## src/rtl/pns_pkg.sv

```systemverilog
// ----------------------------------------------------------------------------
// pns_pkg
// shared types and constants of the per-channel noise statistics block
// ----------------------------------------------------------------------------
`default_nettype none

package pns_pkg;

    // parameter defaults
    localparam int DEF_CHANNELS   = 1024;
    localparam int DEF_ADC_BITS   = 10;
    localparam int DEF_COUNT_BITS = 24;

    // fixed port widths
    localparam int CHAN_W      = 10;
    localparam int SAMPLE_W    = 10;
    localparam int CNT_OUT_W   = 24;
    localparam int MEAN_W      = 18;
    localparam int RMS_W       = 17;
    localparam int FRAC_BITS   = 8;
    localparam int VAR_SHIFT   = 16;

    // beat modes
    localparam logic MODE_ADD  = 1'b0;
    localparam logic MODE_READ = 1'b1;

    // top level control
    typedef enum logic [1:0] {
        CTL_CLEAR,
        CTL_IDLE,
        CTL_LOOK,
        CTL_CALC
    } t_ctl_state;

    // readout arithmetic engine
    typedef enum logic [2:0] {
        ENG_IDLE,
        ENG_MUL_NQ,
        ENG_MUL_SS,
        ENG_SQRT,
        ENG_DIV_MEAN,
        ENG_DIV_RMS
    } t_eng_state;

    // handshake between control and engine
    typedef struct packed {
        logic start;
    } t_eng_req;

    typedef struct packed {
        logic done;
    } t_eng_rsp;

endpackage

`default_nettype wire

```

## src/rtl/pns_engine.sv

```systemverilog
// ----------------------------------------------------------------------------
// pns_engine
// serial multiply, bitwise square root and restoring divide for readout
// ----------------------------------------------------------------------------
`default_nettype none

module pns_engine import pns_pkg::*; #(
    parameter int ADC_BITS   = DEF_ADC_BITS,
    parameter int COUNT_BITS = DEF_COUNT_BITS
) (
    input  wire                                 i_clk,
    input  wire                                 i_rst_n,
    input  t_eng_req                            i_req,
    input  wire [COUNT_BITS-1:0]                i_count,
    input  wire [COUNT_BITS+ADC_BITS-1:0]       i_sum,
    input  wire [COUNT_BITS+2*ADC_BITS-1:0]     i_sqsum,
    output t_eng_rsp                            o_rsp,
    output logic [MEAN_W-1:0]                   o_mean,
    output logic [RMS_W-1:0]                    o_rms
);

    localparam int CB   = COUNT_BITS;
    localparam int SB   = COUNT_BITS + ADC_BITS;
    localparam int QB   = COUNT_BITS + 2 * ADC_BITS;
    localparam int VB   = CB + QB;
    localparam int XB   = VB + VAR_SHIFT;
    localparam int RB   = (XB + 1) / 2;
    localparam int DW   = (SB + FRAC_BITS > RB) ? SB + FRAC_BITS : RB;
    localparam int MAXC = (DW > SB) ? DW : SB;
    localparam int CNTW = $clog2(MAXC) + 1;

    t_eng_state r_state, n_state;

    logic [CB-1:0]     r_n;
    logic [SB-1:0]     r_s;
    logic [VB-1:0]     r_acc;
    logic [VB-1:0]     r_mcand;
    logic [SB-1:0]     r_mplier;
    logic [VB-1:0]     r_p1;
    logic [2*RB-1:0]   r_x;
    logic [RB-1:0]     r_root;
    logic [RB:0]       r_srem;
    logic [DW-1:0]     r_dvd;
    logic [CB-1:0]     r_rem;
    logic [CNTW-1:0]   r_cnt;
    logic [MEAN_W-1:0] r_mean;
    logic [RMS_W-1:0]  r_rms;
    logic              r_done;

    logic [VB-1:0]   acc_step;
    logic [VB-1:0]   var_val;
    logic [RB+2:0]   rem2;
    logic [RB+2:0]   trial;
    logic            sq_ge;
    logic [RB-1:0]   root_step;
    logic [CB:0]     div_shift;
    logic            div_ge;
    logic [DW-1:0]   dvd_step;
    logic            last;

    // shared datapath steps
    always_comb begin
        acc_step  = r_acc + (r_mplier[0] ? r_mcand : '0);
        var_val   = r_p1 - acc_step;
        rem2      = {r_srem, r_x[2*RB-1 -: 2]};
        trial     = (RB+3)'({r_root, 2'b01});
        sq_ge     = rem2 >= trial;
        root_step = {r_root[RB-2:0], sq_ge};
        div_shift = {r_rem, r_dvd[DW-1]};
        div_ge    = div_shift >= {1'b0, r_n};
        dvd_step  = {r_dvd[DW-2:0], div_ge};
        last      = r_cnt == '0;
    end

    always_comb begin
        n_state = r_state;
        unique case (r_state)
            ENG_IDLE:     if (i_req.start) n_state = ENG_MUL_NQ;
            ENG_MUL_NQ:   if (last) n_state = ENG_MUL_SS;
            ENG_MUL_SS:   if (last) n_state = ENG_SQRT;
            ENG_SQRT:     if (last) n_state = ENG_DIV_MEAN;
            ENG_DIV_MEAN: if (last) n_state = ENG_DIV_RMS;
            ENG_DIV_RMS:  if (last) n_state = ENG_IDLE;
            default:      n_state = ENG_IDLE;
        endcase
    end

    always_ff @(posedge i_clk) begin
        if (!i_rst_n) begin
            r_state <= ENG_IDLE;
            r_done  <= 1'b0;
        end else begin
            r_state <= n_state;
            r_done  <= (r_state == ENG_DIV_RMS) && last;
        end
    end

    always_ff @(posedge i_clk) begin
        r_cnt <= r_cnt - 1'b1;
        case (r_state)
            ENG_IDLE: begin
                r_n      <= i_count;
                r_s      <= i_sum;
                r_acc    <= '0;
                r_mcand  <= VB'(i_sqsum);
                r_mplier <= SB'(i_count);
                r_cnt    <= CNTW'(CB - 1);
            end
            ENG_MUL_NQ: begin
                r_acc    <= acc_step;
                r_mcand  <= {r_mcand[VB-2:0], 1'b0};
                r_mplier <= r_mplier >> 1;
                if (last) begin
                    r_p1     <= acc_step;
                    r_acc    <= '0;
                    r_mcand  <= VB'(r_s);
                    r_mplier <= r_s;
                    r_cnt    <= CNTW'(SB - 1);
                end
            end
            ENG_MUL_SS: begin
                r_acc    <= acc_step;
                r_mcand  <= {r_mcand[VB-2:0], 1'b0};
                r_mplier <= r_mplier >> 1;
                if (last) begin
                    r_x    <= (2*RB)'({var_val, {VAR_SHIFT{1'b0}}});
                    r_root <= '0;
                    r_srem <= '0;
                    r_cnt  <= CNTW'(RB - 1);
                end
            end
            ENG_SQRT: begin
                // one root bit per step
                r_srem <= sq_ge ? (RB+1)'(rem2 - trial) : (RB+1)'(rem2);
                r_root <= root_step;
                r_x    <= {r_x[2*RB-3:0], 2'b00};
                if (last) begin
                    r_dvd <= DW'({r_s, {FRAC_BITS{1'b0}}});
                    r_rem <= '0;
                    r_cnt <= CNTW'(DW - 1);
                end
            end
            ENG_DIV_MEAN: begin
                r_rem <= div_ge ? CB'(div_shift - {1'b0, r_n}) : CB'(div_shift);
                r_dvd <= dvd_step;
                if (last) begin
                    r_mean <= MEAN_W'(dvd_step);
                    r_dvd  <= DW'(r_root);
                    r_rem  <= '0;
                    r_cnt  <= CNTW'(DW - 1);
                end
            end
            ENG_DIV_RMS: begin
                r_rem <= div_ge ? CB'(div_shift - {1'b0, r_n}) : CB'(div_shift);
                r_dvd <= dvd_step;
                if (last) r_rms <= RMS_W'(dvd_step);
            end
            default: ;
        endcase
    end

    assign o_rsp.done = r_done;
    assign o_mean     = r_mean;
    assign o_rms      = r_rms;

`ifndef ASSERT_OFF
    a_done_pulse: assert property (@(posedge i_clk) disable iff (!i_rst_n)
        r_done |=> !r_done)
        else $error("engine done longer than one cycle");
    a_done_idle: assert property (@(posedge i_clk) disable iff (!i_rst_n)
        r_done |-> r_state == ENG_IDLE)
        else $error("engine done while still working");
    a_start_idle: assert property (@(posedge i_clk) disable iff (!i_rst_n)
        (r_state == ENG_IDLE && i_req.start) |=> r_state == ENG_MUL_NQ)
        else $error("engine did not take start");
`endif

endmodule

`default_nettype wire

```

## config.mk

```make
export PLATFORM = sky130hd
export DESIGN_NAME = pns_engine
export DESIGN_NICKNAME = d
export VERILOG_FILES = /design/src/rtl/pns_pkg.sv /design/src/rtl/pns_engine.sv
export SDC_FILE = /design/constraint.sdc
export NUM_CORES = 1
export LEC_CHECK = 0
export BUFFER_PORTS_ARGS = -buffer_cell sky130_fd_sc_hd__buf_2
export CELL_PAD_IN_SITES_DETAIL_PLACEMENT = 1
export CELL_PAD_IN_SITES_GLOBAL_PLACEMENT = 1
export CORE_UTILIZATION = 45
export CTS_CLUSTER_DIAMETER = 200
export CTS_CLUSTER_SIZE = 10
export DETAILED_ROUTE_END_ITERATION = 10
export PLACE_DENSITY = 0.82
export SETUP_SLACK_MARGIN = 0.5
export SYNTH_ARGS = -nofsm -noshare
export SYNTH_HDL_FRONTEND = slang
export SYNTH_SLANG_ARGS = --single-unit
```

## constraint.sdc

```tcl
create_clock -name i_clk -period 9.08 [get_ports i_clk]
set_input_delay 0 -clock i_clk [delete_from_list [all_inputs] [get_ports i_clk]]
set_output_delay 0 -clock i_clk [all_outputs]
set_load 0.1 [all_outputs]
```

== After elaboration in Yosys (flattened, before gate mapping) ==
Index checks and enable logic that the tools add are counted.
Widths: inputs -> output; s select.

* Equal/unequal tests: 11
* Mux-type cells: 31
* $lt $le $gt $ge: 2
* $add $sub $neg: 5
* Reductions and logical operators: 13

{| class="wikitable"
|+ Operators with widths
! cell !! number
|-
| $pmux 68 s3 || 2
|-
| $mux 68 || 3
|-
| $pmux 84 s2 || 1
|-
| $mux 42 || 3
|-
| $pmux 42 s3 || 1
|-
| $pmux 34 s3 || 1
|-
| $mux 43 || 2
|-
| $pmux 43 s2 || 1
|-
| $mux 84 || 1
|-
| $pmux 42 s2 || 1
|-
| $mux 24 || 3
|-
| $pmux 24 s3 || 1
|-
| $add 68x68->68 || 1
|-
| $sub 68x68->68 || 1
|-
| $ge 45x44->1 || 1
|-
| $sub 43x43->43 || 1
|-
| $mux 34 || 1
|-
| $ge 25x24->1 || 1
|-
| $sub 24x24->24 || 1
|-
| $pmux 7 s3 || 1
|-
| $mux 3 || 6
|-
| $pmux 3 s6 || 1
|-
| $mux 7 || 2
|-
| $ne 2x2->1 const B || 6
|-
| 12 further kinds || 19
|}

* Output and inout bits: 36
* Bits in registers: 577
* Input bits: 105

== Longest topological paths before layout ==
* Word-level depth: 5
* Mapped depth: 30
* Depth with buffers taken out: 28

== Worst setup path after synthesis ==
No wires, ideal clock.

* Path kind: reg2reg
* From: register r_state[1]
* To: register r_acc[0], enable pin
* Cell stages (with the launch flop): 3
* Buffers on the path: 1
* Slack: -421 ps
* Arrival: 8745 ps
* Clock period less this slack: 9501 ps
* Data required time: 8323 ps
* Setup time: 757 ps
* Cells stage by stage: dfxtp_1 > clkbuf_1 > a21oi_1

* Longest elaborated chain between the ends: 2
* Elaborated cells on any way between the ends: 4

{| class="wikitable"
|+ RTL lines
! element !! line !! source
|-
| start: declaration || pns_engine.sv:32 || <nowiki>t_eng_state r_state, n_state;</nowiki>
|-
| start signal: assignment || pns_engine.sv:93 || <nowiki>r_state <= n_state;</nowiki>
|-
| $eq 3x2->1, or another cell as far along || pns_engine.sv:100 || <nowiki>case (r_state)</nowiki>
|-
| $reduce_bool 3->1 (no source line) (*) || -- ||
|-
| end signal: assignment || pns_engine.sv:110 || <nowiki>r_acc <= acc_step;</nowiki>
|-
| end signal: assignment || pns_engine.sv:122 || <nowiki>r_acc <= acc_step;</nowiki>
|-
| end: declaration || pns_engine.sv:36 || <nowiki>logic [VB-1:0] r_acc;</nowiki>
|}

Mark *: on every way between the ends. The rest lies on a longest branch, timed or not.
A chain may end at the register's enable or synchronous reset.

== Worst setup path in the final report ==
* From: register r_mplier[0]
* To: register r_x[80] (data pin)

* Longest elaborated chain between the ends: 5

{| class="wikitable"
|+ RTL lines
! element !! line !! source
|-
| start: declaration || pns_engine.sv:38 || <nowiki>logic [SB-1:0] r_mplier;</nowiki>
|-
| start signal: assignment || pns_engine.sv:106 || <nowiki>r_mplier <= SB'(i_count);</nowiki>
|-
| start signal: assignment || pns_engine.sv:112 || <nowiki>r_mplier <= r_mplier >> 1;</nowiki>
|-
| start signal: assignment || pns_engine.sv:117 || <nowiki>r_mplier <= r_s;</nowiki>
|-
| $mux 68 || pns_engine.sv:63 || <nowiki>acc_step = r_acc + (r_mplier[0] ? r_mcand : '0);</nowiki>
|-
| $add 68x68->68 || pns_engine.sv:63 ||
|-
| $sub 68x68->68 || pns_engine.sv:64 || <nowiki>var_val = r_p1 - acc_step;</nowiki>
|-
| $mux 84 || pns_engine.sv:125 || <nowiki>if (last) begin</nowiki>
|-
| $pmux 84 s2 || pns_engine.sv:100 ||
|-
| end signal: assignment || pns_engine.sv:126 || <nowiki>r_x <= (2*RB)'({var_val, {VAR_SHIFT{1'b0}}});</nowiki>
|-
| end signal: assignment || pns_engine.sv:136 || <nowiki>r_x <= {r_x[2*RB-3:0], 2'b00};</nowiki>
|-
| end: declaration || pns_engine.sv:40 || <nowiki>logic [2*RB-1:0] r_x;</nowiki>
|}

Every way passes these cells. The select of a mux whose other input is x is not followed.

==> results by group <==
Placed design
  • Number of port buffers: 140
  • Routability cong.: 0.895
  • Worst Setup Slack post-DPL: 1110 ps
  • Post-detail-place hpwl: 68.3 mm

Floorplanning
  • Die width: 273 um
  • Die height: 273 um
  • Die ar.: 74700 um^2
  • I/O pins: around 140
  • Starting density of the core: a little under half
  • Cell Rows: 99
  • Placeable Area: 72800 um^2

Clock tree
  • Worst skew pair latency: 630 ps
  • H-Tree Depth: 3
  • Post-cts resize count: 0
  • CTS Buf Count: 66
  • Clock buffer depth: 3
  • Clock Pin Slew Worst Setup and Hold Paths: 60 ps
  • Clock Tree Root: clkbuf_16
  • CTS tree: done
  • Clock sinks: around 560

Run
  • Max-Cap Viols: 0

Global route
  • Largest net degree at the start of global routing: 171
  • Grt total ovfl: 0
  • GRT Util Overall: 26.6%
  • First-pass GRT wire length: about 150 mm
  • Vias in the first global route: 27100
  • Initial antenna violation count: 9

Detailed routing
  • Via Count: 26200
  • First DRT Iteration DRCs: 2271
  • First-pass DRT Iterations: 7
  • Final ANT Viol Nets: 0
  • Routed len/inst: 22.8 um
  • Overall routed net length: between 100 and 150 mm
  • DR vias/cell: 5.96
  • DRC violation count after routing: 0

Synth
  • Register area share after synthesis: 50.5%
  • Syn. warnings: 0
  • Synth area leader: edfxtp_1
  • Cell area after synthesis: about 33000 um^2
  • Dominant synthesized flop cell: edfxtp_1
  • Flops & latches, synth: 561
  • Avg Synthesized Cell Area: roughly 10 um^2
  • Top cell type's share of synthesized area: 49.9%
  • EDFF count, synth: 550
  • Post-synth cell types: 95
  • Syn_nets: 3496
  • Synth Instances: 3195
  • Share of async-settable or async-resettable flops after synthesis: 0%
  • Top post-synthesis cells by area: edfxtp_1 50%, ha_1 7.3%, a21oi_1 4.1%

Hold path
  • Hold Path Class: input port to flop

Setup path
  • Crit path max-delay cell type: edfxtp_1
  • CP required: 9440 ps
  • Crit path launch type: flop
  • CP peak stage delay: 610 ps
  • Crit Path Max Fanout: 14
  • CP Class: flop to flop
  • Crit. End Element: flop
  • Crit-path most repeated cell: a21oi_1
  • CP arrival: about 8300 ps

Timing
  • Measured slew at the worst slew-check pin: 1310 ps
  • Final worst path period need: 7950 ps
  • RSZ-0062 raised after global routing: false
  • Worst Clk Skew: between 20 and 30 ps
  • Setup TNS: 0 ps
  • Max_slew headroom: roughly 12%
  • Final Hold Viols: 0
  • Final setup violating endpoints: 0
  • Hold slack: 85.8 ps
  • Max frequency: 126 MHz
  • Setup ws final: 1130 ps
  • Final Max Tran Viols: 0
  • Fin crit share: just under 90%

Finish
  • # nets final: roughly 3700
  • Final core occ: 51.8%
  • Commonest non-fill, non-tap cell in the layout: edfxtp_1
  • Commonest non-fill, non-tap cells in the layout: 550 x edfxtp_1, 338 x nor2_1, 272 x a21oi_1, 247 x nand2_1, 212 x inv_1
  • Layout cells sized above 1: 8.46%
  • Area Growth Syn to Fin: 13.9%

Power and ir drop
  • Power density over cell area: 168 nW/um^2
  • Peak supply drop: 150 uV
  • Pleak: 16.1 nW

Run status
  • Status: completed
routing by layer:
layer | vias up | GRT usage (%) | part of all wire (%)
met2 | 812 | 44.1 | 48
met4 | 4 | 10.2 | 3.7
met3 | 213 | 3.68 | 5.6
met1 | 13100 | 35.1 | 43
li1 | 12200 | - | -
met5 | - | 0 | 0.024
area by class of cell:
class	instances	area, um^2
diodes	5	12.5
clock buffers	94	1760
clock inverters	8	123
fillers	7951	35100
inverters	213	800
multi-input cells	2301	15200
flip-flops and latches	561	16700
well taps	959	1200
repair buffers	264	1910
repair_timing:
action | in CTS | in global routing
endpoints found under the hold margin | 130 | 0
hold buffers | 104 | 0
endpoints found under the setup margin | 0 | 1
setup buffers | 0 | 1
kinds of logic after synthesis:
group	count (synthesis)	synth area share, %
AO/OA/AOI/OAI	871	17.4
buffers and inverters	333	3.78
adder cells (fa/ha/maj)	207	7.81
multiplexers	42	1.28
XOR/XNOR	161	4.32
AND/OR/NAND/NOR	1020	14.9
flip-flops	561	50.5
worst max-delay path, delay by kind of cell, from the launching register on:
family                     cells  cell delay, ps
xor gates and xnor gates       1             310
DFF                            1             610
and+or+nand+nor                6            1060
AOI/OAI and AO/OA             16            3920
adders and majority gates      5            1730
sequential cells by signal, indices dropped and copies added, names as in the netlist, 7 cells and up:
| register | flops |
|---|---|
| r_acc | 68 |
| r_mcand | 68 |
| r_p1 | 68 |
| r_x | 68 |
| r_srem | 43 |
| r_dvd | 42 |
| r_root | 42 |
| r_mplier | 34 |
| r_s | 34 |
| r_n | 24 |
| r_rem | 24 |
| o_mean | 18 |
| o_rms | 17 |
| r_cnt | 7 |
power by group:
part	internal [mW]	leakage (nW)	switching, mW	total [mW]
Combinational	0.342	9.80	0.516	0.859
Clock	1.36	0.906	1.12	2.48
Sequential	2.94	5.39	0.0631	3.00
cells in the mapped netlist, drive strengths merged (37+ instances only):
| master | instances |
|---|---|
| nand3 | 53 |
| a221o | 51 |
| ha | 193 |
| nand4 | 37 |
| xnor2 | 96 |
| nand2 | 249 |
| edfxtp | 550 |
| o21ai | 178 |
| nor2 | 339 |
| a21o | 105 |
| xor2 | 64 |
| inv | 213 |
| and2 | 138 |
| clkbuf | 108 |
| mux2i | 38 |
| a21oi | 274 |
final timing paths:
| kind | start | to | slack, ps | cells after the start |
|---|---|---|---|---|
| max reg2reg | r_mplier[0] | r_x[80] | 1130 | 28 |
| min reg2reg | r_cnt[0] | r_cnt[0] | 450 | 1 |
| min | i_sum[17] | r_s[17] | 90 | 2 |
| max | r_mplier[0] | r_x[80] | 1130 | 28 |
stage by stage:
step / power, mW / cell area, um^2 / std cells
3_5_place_dp: 3.85 / 34800 / 4193
6_report: 6.34 / 37700 / 4405
4_1_cts: 6.36 / 37700 / 4399
3_3_place_gp: 3.82 / 34800 / 4193
5_1_grt: 6.54 / 37700 / 4404
2_1_floorplan: 3.59 / 33100 / 3195
No activity file was read; power rests on OpenSTA's default activity.
